[src/design/lkvc_pkg.sv]
// Shared types and constants for the LRU key-value cache.
// Holds the request and result records passed between the core and the table.
// Depends on nothing.
package lkvc_pkg;

  localparam int KeyW = 32;
  localparam int ValW = 32;
  localparam int CapW = 5;

  localparam logic [CapW-1:0] CapReset  = 5'd16;
  localparam logic [ValW-1:0] MissValue = 32'hFFFF_FFFF;

  typedef enum logic {
    ACT_GET = 1'b0,
    ACT_PUT = 1'b1
  } action_t;

  typedef struct packed {
    action_t         action;
    logic [KeyW-1:0] key;
    logic [ValW-1:0] value;
  } req_t;

  typedef struct packed {
    logic            hit;
    logic [ValW-1:0] read_value;
    logic            evicted;
    logic [KeyW-1:0] evicted_key;
  } res_t;

endpackage

[src/design/lkvc_table.sv]
// Entry table of the LRU key-value cache: keys, values, valid bits, recency
// ranks and used count, with the combinational lookup and registered update logic.
// Depends on lkvc_pkg.
module lkvc_table #(
  parameter int ENTRIES = 16
) (
  input  logic                        clk,
  input  logic                        rst_n,
  input  logic                        cfg_we,
  input  logic [lkvc_pkg::CapW-1:0]   cfg_capacity,
  input  logic                        req_go,
  input  lkvc_pkg::req_t              req,
  output lkvc_pkg::res_t              res
);
  import lkvc_pkg::*;

  localparam int AgeW = $clog2(ENTRIES);
  localparam int UseW = $clog2(ENTRIES + 1);
  localparam int CmpW = (UseW > CapW) ? UseW : CapW;

  logic [CapW-1:0]    capacity_r;
  logic [KeyW-1:0]    key_r   [ENTRIES];
  logic [ValW-1:0]    value_r [ENTRIES];
  logic [ENTRIES-1:0] valid_r;
  logic [AgeW-1:0]    age_r   [ENTRIES];
  logic [UseW-1:0]    used_r;

  logic [ENTRIES-1:0] match;
  logic [ENTRIES-1:0] victim;
  logic [ENTRIES-1:0] fill_sel;
  logic [ENTRIES-1:0] sel;
  logic               found;
  logic [AgeW-1:0]    hit_age;
  logic [ValW-1:0]    hit_value;
  logic [KeyW-1:0]    victim_key;
  logic [AgeW-1:0]    oldest_age;
  logic [AgeW-1:0]    rank;
  logic [CapW-1:0]    cap_eff;
  logic               full;
  logic               is_put;
  logic               do_evict;
  logic               do_fill;
  logic               do_promote;

  // Parallel key compare and one-hot reads of the matching and oldest entries.
  always_comb begin
    hit_age    = '0;
    hit_value  = '0;
    victim_key = '0;
    oldest_age = AgeW'(used_r - UseW'(1));
    for (int i = 0; i < ENTRIES; i++) begin
      match[i]  = valid_r[i] && (key_r[i] == req.key);
      victim[i] = valid_r[i] && (age_r[i] == oldest_age);
      hit_age    = hit_age    | (match[i]  ? age_r[i]   : '0);
      hit_value  = hit_value  | (match[i]  ? value_r[i] : '0);
      victim_key = victim_key | (victim[i] ? key_r[i]   : '0);
    end
    found = |match;
  end

  // Lowest free slot, effective capacity and the kind of update.
  always_comb begin
    fill_sel   = ~valid_r & (valid_r + ENTRIES'(1));
    cap_eff    = (capacity_r == '0) ? CapW'(1) : capacity_r;
    full       = (CmpW'(used_r) >= CmpW'(cap_eff)) || (used_r == UseW'(ENTRIES));
    is_put     = (req.action == ACT_PUT);
    do_evict   = is_put && !found && full;
    do_fill    = is_put && !found && !full;
    do_promote = found || do_evict;
    rank       = found ? hit_age : oldest_age;
    if (found) begin
      sel = match;
    end else if (do_evict) begin
      sel = victim;
    end else if (do_fill) begin
      sel = fill_sel;
    end else begin
      sel = '0;
    end
  end

  // Result of the current request.
  always_comb begin
    res.hit         = found;
    res.read_value  = is_put ? '0 : (found ? hit_value : MissValue);
    res.evicted     = do_evict;
    res.evicted_key = do_evict ? victim_key : '0;
  end

  // Control state: capacity, valid bits, ranks and used count.
  always_ff @(posedge clk) begin
    if (!rst_n) begin
      capacity_r <= CapReset;
      valid_r    <= '0;
      used_r     <= '0;
      for (int i = 0; i < ENTRIES; i++) begin
        age_r[i] <= '0;
      end
    end else begin
      if (cfg_we) begin
        capacity_r <= cfg_capacity;
      end
      if (req_go) begin
        if (do_fill) begin
          valid_r <= valid_r | fill_sel;
          used_r  <= used_r + UseW'(1);
        end
        for (int i = 0; i < ENTRIES; i++) begin
          if (sel[i]) begin
            age_r[i] <= '0;
          end else if (valid_r[i] && (do_fill || (do_promote && (age_r[i] < rank)))) begin
            age_r[i] <= age_r[i] + AgeW'(1);
          end
        end
      end
    end
  end

  // Payload storage: written on any put that selects the slot.
  always_ff @(posedge clk) begin
    if (req_go && is_put) begin
      for (int i = 0; i < ENTRIES; i++) begin
        if (sel[i]) begin
          key_r[i]   <= req.key;
          value_r[i] <= req.value;
        end
      end
    end
  end

`ifndef ASSERT_OFF
  a_match_unique: assert property (@(posedge clk) disable iff (!rst_n)
    $onehot0(match))
    else $error("more than one valid entry matches the key");

  a_used_count: assert property (@(posedge clk) disable iff (!rst_n)
    $countones(valid_r) == int'(used_r))
    else $error("used count disagrees with the valid bits");

  a_victim_unique: assert property (@(posedge clk) disable iff (!rst_n)
    (req_go && do_evict) |-> $onehot(victim))
    else $error("eviction without exactly one oldest entry");

  a_fill_slot: assert property (@(posedge clk) disable iff (!rst_n)
    (req_go && do_fill) |-> $onehot(fill_sel))
    else $error("fill without a free slot");

  a_fill_counts: assert property (@(posedge clk) disable iff (!rst_n)
    (req_go && do_fill) |=> (used_r == $past(used_r) + UseW'(1)))
    else $error("fill did not advance the used count");
`endif

endmodule

[src/design/lru_key_value_cache_core.sv]
// LRU key-value cache core: a request goes from its input transfer into the input register,
// then through the table lookup and update into the result register.
// Throughput is one item per cycle unless out_tready stalls it; one table update per request.
// The result register has its own valid, so a new item is taken while a result waits.
// Synchronous active-low reset clears valid bits, ranks, used count and sets
// capacity to 16; keys and values are not cleared. Depends on lkvc_pkg, lkvc_table.
module lru_key_value_cache_core #(
  parameter int ENTRIES = 16
) (
  input  logic                      clk,
  input  logic                      rst_n,
  // Configuration write: capacity.
  input  logic                      cfg_valid,
  output logic                      cfg_ready,
  input  logic [lkvc_pkg::CapW-1:0] cfg_data,
  // Request stream.
  input  logic                      in_tvalid,
  output logic                      in_tready,
  input  logic [63:0]               in_tdata,   // key[31:0], value[63:32]
  input  logic [0:0]                in_tuser,   // action[0]
  // Result stream.
  output logic                      out_tvalid,
  input  logic                      out_tready,
  output logic [63:0]               out_tdata,  // read_value[31:0], evicted_key[63:32]
  output logic [1:0]                out_tuser   // hit[0], evicted[1]
);
  import lkvc_pkg::*;

  logic  s0_valid_r;
  req_t  s0_req_r;
  logic  out_valid_r;
  res_t  out_res_r;
  res_t  res;
  logic  go;

  assign cfg_ready = 1'b1;

  // The request in the input register moves on when the result register is free.
  assign go        = s0_valid_r && (!out_valid_r || out_tready);
  assign in_tready = !s0_valid_r || go;

  // Input register control.
  always_ff @(posedge clk) begin
    if (!rst_n) begin
      s0_valid_r <= 1'b0;
    end else if (in_tready) begin
      s0_valid_r <= in_tvalid;
    end
  end

  // Input register payload.
  always_ff @(posedge clk) begin
    if (in_tvalid && in_tready) begin
      s0_req_r.action <= action_t'(in_tuser[0]);
      s0_req_r.key    <= in_tdata[31:0];
      s0_req_r.value  <= in_tdata[63:32];
    end
  end

  lkvc_table #(
    .ENTRIES(ENTRIES)
  ) u_table (
    .clk          (clk),
    .rst_n        (rst_n),
    .cfg_we       (cfg_valid && cfg_ready),
    .cfg_capacity (cfg_data),
    .req_go       (go),
    .req          (s0_req_r),
    .res          (res)
  );

  // Result register control.
  always_ff @(posedge clk) begin
    if (!rst_n) begin
      out_valid_r <= 1'b0;
    end else if (go) begin
      out_valid_r <= 1'b1;
    end else if (out_tready) begin
      out_valid_r <= 1'b0;
    end
  end

  // Result register payload.
  always_ff @(posedge clk) begin
    if (go) begin
      out_res_r <= res;
    end
  end

  assign out_tvalid = out_valid_r;
  assign out_tdata  = {out_res_r.evicted_key, out_res_r.read_value};
  assign out_tuser  = {out_res_r.evicted, out_res_r.hit};

endmodule
[config.mk]
export PLATFORM = sky130hd
export DESIGN_NAME = lru_key_value_cache_core
export DESIGN_NICKNAME = d
export VERILOG_FILES = /design/src/design/lkvc_pkg.sv /design/src/design/lkvc_table.sv /design/src/design/lru_key_value_cache_core.sv
export SDC_FILE = /design/constraint.sdc
export NUM_CORES = 2
export LEC_CHECK = 0
export BUFFER_PORTS_ARGS = -buffer_cell sky130_fd_sc_hd__buf_4
export CAP_MARGIN = 5
export CORE_ASPECT_RATIO = 1.4
export CORE_MARGIN = 1.5
export CORE_UTILIZATION = 49
export CTS_CLUSTER_SIZE = 10
export DETAILED_ROUTE_END_ITERATION = 12
export PLACE_DENSITY = 0.7
export SLEW_MARGIN = 40
export SYNTH_ARGS = -nofsm -noshare
export SYNTH_HDL_FRONTEND = slang
export SYNTH_SLANG_ARGS = --single-unit
export TNS_END_PERCENT = 50
[constraint.sdc]
create_clock -name clk -period 9.1 [get_ports clk]
set_input_delay 0.455 -clock clk [delete_from_list [all_inputs] [get_ports clk]]
set_output_delay 0.455 -clock clk [all_outputs]
set_load 0.01 [all_outputs]
---- Word-level counts from Yosys, hierarchy flattened ----
Memory sizes are Yosys's and may differ from the RTL's.
Cells that the tools add are included.
storage, ports and cells
  bits in writable memories ............... 1088
  output and inout port bits .............. 69
  bits in latches ......................... 0
  bits of input ports ..................... 75
  bits in read-only memories .............. 0
  memories ................................ 3
  register bits after elaboration ......... 159
memory list
  memory           words  bits a word  rd ports  clocked after memory_dff  wr ports  line              source
  u_table.key_r    16     32           16        0                         16        lkvc_table.sv:22  logic [KeyW-1:0] key_r [ENTRIES];
  u_table.value_r  16     32           16        0                         16        lkvc_table.sv:23  logic [ValW-1:0] value_r [ENTRIES];
  u_table.age_r    16     4            16        0                         16        lkvc_table.sv:25  logic [AgeW-1:0] age_r [ENTRIES];
cells by class
  add/sub/neg operators ................... 19
  equality and inequality tests ........... 33
  multiplexer cells ....................... 265
  bitwise gates (word level) .............. 80
  shift operators ......................... 0
  multiply operators ...................... 0
  magnitude comparators ................... 17
  reductions and logical operators ........ 98
  divide/modulo/power cells ............... 0
operators with widths
  cell                   count
  $mux 32                33
  $or 32x32->32          30
  $eq 32x32->1           16
  $mux 4                 49
  $mux 1                 179
  $logic_and 1x1->1      70
  $add 4x1->4 const B    16
  $eq 4x4->1             16
  $lt 4x4->1             16
  $or 4x4->4             15
  $mux 16                3
  $or 1x1->1             32
  $logic_or 1x1->1       20
  $add 16x1->16 const B  1
  $and 16x16->16         1
  $not 16->16            1
  $or 16x16->16          1
  $reduce_or 16->1       1
  $add 5x1->5 const B    1
  $eq 5x5->1 const B     1
  $ge 5x5->1             1
  $logic_not 5->1        1
  $mux 5                 1
  $logic_not 1->1        4
  other kinds (3)        3

---- Depth between registers and ports, before layout ----
An unclocked memory read counts as a cell.
  depth in word-level cells ............... 30
  depth in mapped cells ................... 19

---- Cells and area by module ----
A second synthesis with hierarchy kept.
second synthesis, totals
  cell total of the unflattened synthesis .. 3686
  area, all modules ....................... 54511.0 um^2
by module, submodules not included
  module                    instances  area each (um^2)  cells an instance  seq. area each (um^2)
  lkvc_table                1          50462.1           3544               33191.8
  lru_key_value_cache_core  1          4048.9            142                3973.8

---- Worst setup path before layout ----
Ideal clock, no wire load.
  path type ............................... flip-flop to flip-flop
  start ................................... register s0_req_r[50] (netlist name)
  end ..................................... memory u_table.key_r[14][0] (netlist: u_table.key_r[3][64]), enable pin
  setup time .............................. 0.487 ns
  arrival ................................. 5.699 ns
  data required time ...................... 8.613 ns
  path slack .............................. 2.915 ns
  cell stages (with the launch flop) ...... 14
  cell sequence ........................... edfxtp_1 > buf_4 > buf_4 > xor2_1 > or4_1 > nor3_1 > nand3_1 > nand4_1 > or4_1 > buf_4 > or3_1 > clkbuf_1 > o41a_1 > nor2_1
RTL lines
  what                line                            source
  start: declaration  lru_key_value_cache_core.sv:30  req_t s0_req_r;
  end: declaration    lkvc_table.sv:22

==> flow_summary.toml <==
[run]
max_cap_violations = 0

[timing]
fmax_mhz = 159
fin_setup_tns_ps = 0
hold_viol = 0
worst_slew_pin_slew_ps = 998
setup_violations = 0
fin_crit_sh_pct = 69.2
rsz0062_at_grt = "no"
fin_crit_ps = 6300
finalMaxSlewViolations = 0
relSlewSlack_pct = 33.0
skew_ps = 68.2

[placement]
dp_hpwl_um = 167000
portBuffers = 142
place_area_sq_um = 59400
place.gp.congestion = 1.11

[worst_hold_path]
hold_class = "input pin to flop"
whs_path_depth = 2
min_from = "rst_n"
hold_path_end = "u_table.valid_r[0]"

[grt]
grt_max_degree = 65
grt_pass1_vias = 37993
grt_util_all_layers_pct = 42.2
antenna_found_initial = 11
grt_pass1_wl_um = 329000
gr-total-overflow = 0

[critical_path]
r2r_cells = 16
cp-end-kind = "flop"
cp-start-kind = "flop"
worst_ep_arrival_time_ps = 6730
rr_startpoint = "s0_req_r[51]"
r2r-end = "u_table.age_r[0][26]"
path_class = "flop to flop"
required_ps = 9530
cp_max_fo = 39
rrSetupSlack_ps = 2800

[synthesis]
synth_edf_count = 1219
async_reset_ff_share_pct = 0
synth_seq_area_share_pct = 66.3
yosysTopAreaCell = "edfxtp_1"
synth.area.top_cells = "edfxtp_1, xnor2_1, a221oi_1"
syn_avg_cell_area_sq_um = 14.3
yosys_register_bits = 1247
yosys_warnings = 0
synth_top_area_share_pct = 65.3
netlist_area_sq_um = 56100
synth_nets = 4044
ys.flop_type = "edfxtp_1"
ys_types = 82
syn_inst = 3929

[cts]
cts_made_buffers = 145
cts_max_path_buffers = 3
cts_tree = "done"
worstSkewPairLatency_ps = 810
holdBufCountCts = 79
cts_max_level = 4
cts_root_buf = "clkbuf_16"
cts_resized = 0
clk_pin_slew_worst_paths_ps = 60
post_cts_buffers = 0
clock-sinks = 1247

[detailed_routing]
ant_nets = 0
dr.pass1.iters = 12
vias_per_cell = 7.07
vias = 40502
drt_iter0_drc = 6354
drcViolationCount = 4
drt_wl_total_um = 246000
detail_route.wl_per_cell_um = 42.9

[die]
die_w_um = 289
die_h_um = 403
io_pins = 144
rows = 146
core-area_sq_um = 113000
die_area_sq_um = 117000
initial_core_util_pct = 49.5

[power_and_ir_drop]
power_leakage_nw = 20.5
irDropWorstVdd_v = 0.000174
power_density_nw_per_um2 = 194

[layout]
layout-drive-gt1-share_pct = 14.5
seqCellArea_sq_um = 37200
multiInputGateArea_sq_um = 18000
layout.nets = 4320
area_growth_pct = 15.0
layout_common_cells = "edfxtp_1, xnor2_1, buf_4, nand4_1, a221oi_1"
stdcell_area_sq_um = 64500
final_common_cell = "edfxtp_1"
n_fill_cell = 8924

[outcome]
status = "complete, but fails checks"
violations = "DRC"
[kinds of logic (layout without fill, tap and decap cells)]
family / after synthesis / count (layout) / synth area share (%)
XOR/XNOR: 585 / 585 / 9.27
flip-flops: 1247 / 1247 / 66.3
buffers and inverters: 304 / 618 / 2.83
adder cells (fa/ha/maj): 64 / 64 / 1.37
multiplexers: 4 / 4 / 0.0714
AND/OR/NAND/NOR: 979 / 979 / 9.60
other: 1 / 7 / 0.00668
AO/OA/AOI/OAI: 745 / 745 / 10.6
[metrics by stage]
step                      hold WS, ps  setup WS (ps)  util (%)  cells  power [mW]
final                             168           2800      57.0   5729        12.5
after floorplan                   483           2910         -   3929        6.91
after CTS                         140           2930      56.8   5719        12.5
after global routing              177           2680      57.0   5723        12.8
after detailed placement          508           2960      52.5   5455        7.23
after global placement            500           2690      52.1   5446        7.22
[flip-flops by register name, summed over array words and instances (netlist names)]
name	count
out_tdata	64
out_tuser	2
out_tvalid	1
s0_req_r	65
s0_valid_r	1
u_table.age_r	64
u_table.capacity_r	5
u_table.key_r	512
u_table.used_r	5
u_table.valid_r	16
u_table.value_r	512
[synth_stat cells, drive strengths merged (4+ instances only)]
cell and number:
and2 20, buf 109, o22ai 8, o31ai 11, nor2 146, mux2i 4, clkbuf 124, o21ai 18
a22oi 168, o21a 15, a221oi 177, a21boi 11, xor2 82, and3 64, inv 71, nor3 65
maj3 24, nand2b 63, o2111ai 27, nor2b 18, a21oi 61, a22o 176, dfxtp 28, ha 40
nand3 167, nand2 101, or2 6, nor4bb 4, nor4 59, and4 11, nor4b 5, nand4 225
a2111oi 4, a21o 6, o31a 7, a31oi 32, or4 12, edfxtp 1219, xnor2 503
[worst max-delay path, stage by stage, from the launching register on]
cell,delay [ps]
edfxtp_1,700
buf_4,360
xnor2_1,620
nand4_1,180
nor4_1,670
buf_4,270
and3_2,170
buf_4,500
nor4_2,90
nand4_1,130
buf_4,480
nand2b_4,380
a21oi_1,110
maj3_2,320
maj3_2,310
o2111ai_2,290
o2111ai_1,290
[where the power goes]
group	internal, mW	switching [mW]
clock	2.96	2.39
combinational	0.230	0.482
sequential	6.37	0.104
[layer usage]
layer / track usage, % / part of all wire [%] / vias to the layer above
li1: - / - / 15998
met1: 52.2 / 35 / 20384
met2: 65.2 / 46 / 3335
met3: 9.85 / 11 / 779
met4: 29.8 / 8.9 / 6
met5: 0 / 0.014 / -
[final cells by class]
class	count	share of cell area [%]
diodes	6	0.0233
clock inverters	21	0.700
clock buffers	164	5.73
repair buffers	362	4.74
flip-flops and latches	1247	57.6
inverters	71	0.417
multi-input cells	2378	27.9
well taps	1480	2.87
[how the worst max path moves through the flow]
stage,start,end
after global placement,s0_req_r[53],u_table.age_r[0][24]
after floorplan,s0_req_r[50],u_table.key_r[3][64]
after global routing,s0_req_r[51],u_table.age_r[1][31]
after CTS,s0_req_r[60],u_table.age_r[0][26]
final,s0_req_r[51],u_table.age_r[0][26]
after detailed placement,s0_req_r[60],u_table.age_r[0][26]
Note: power is estimated with default switching activity, not from simulation.
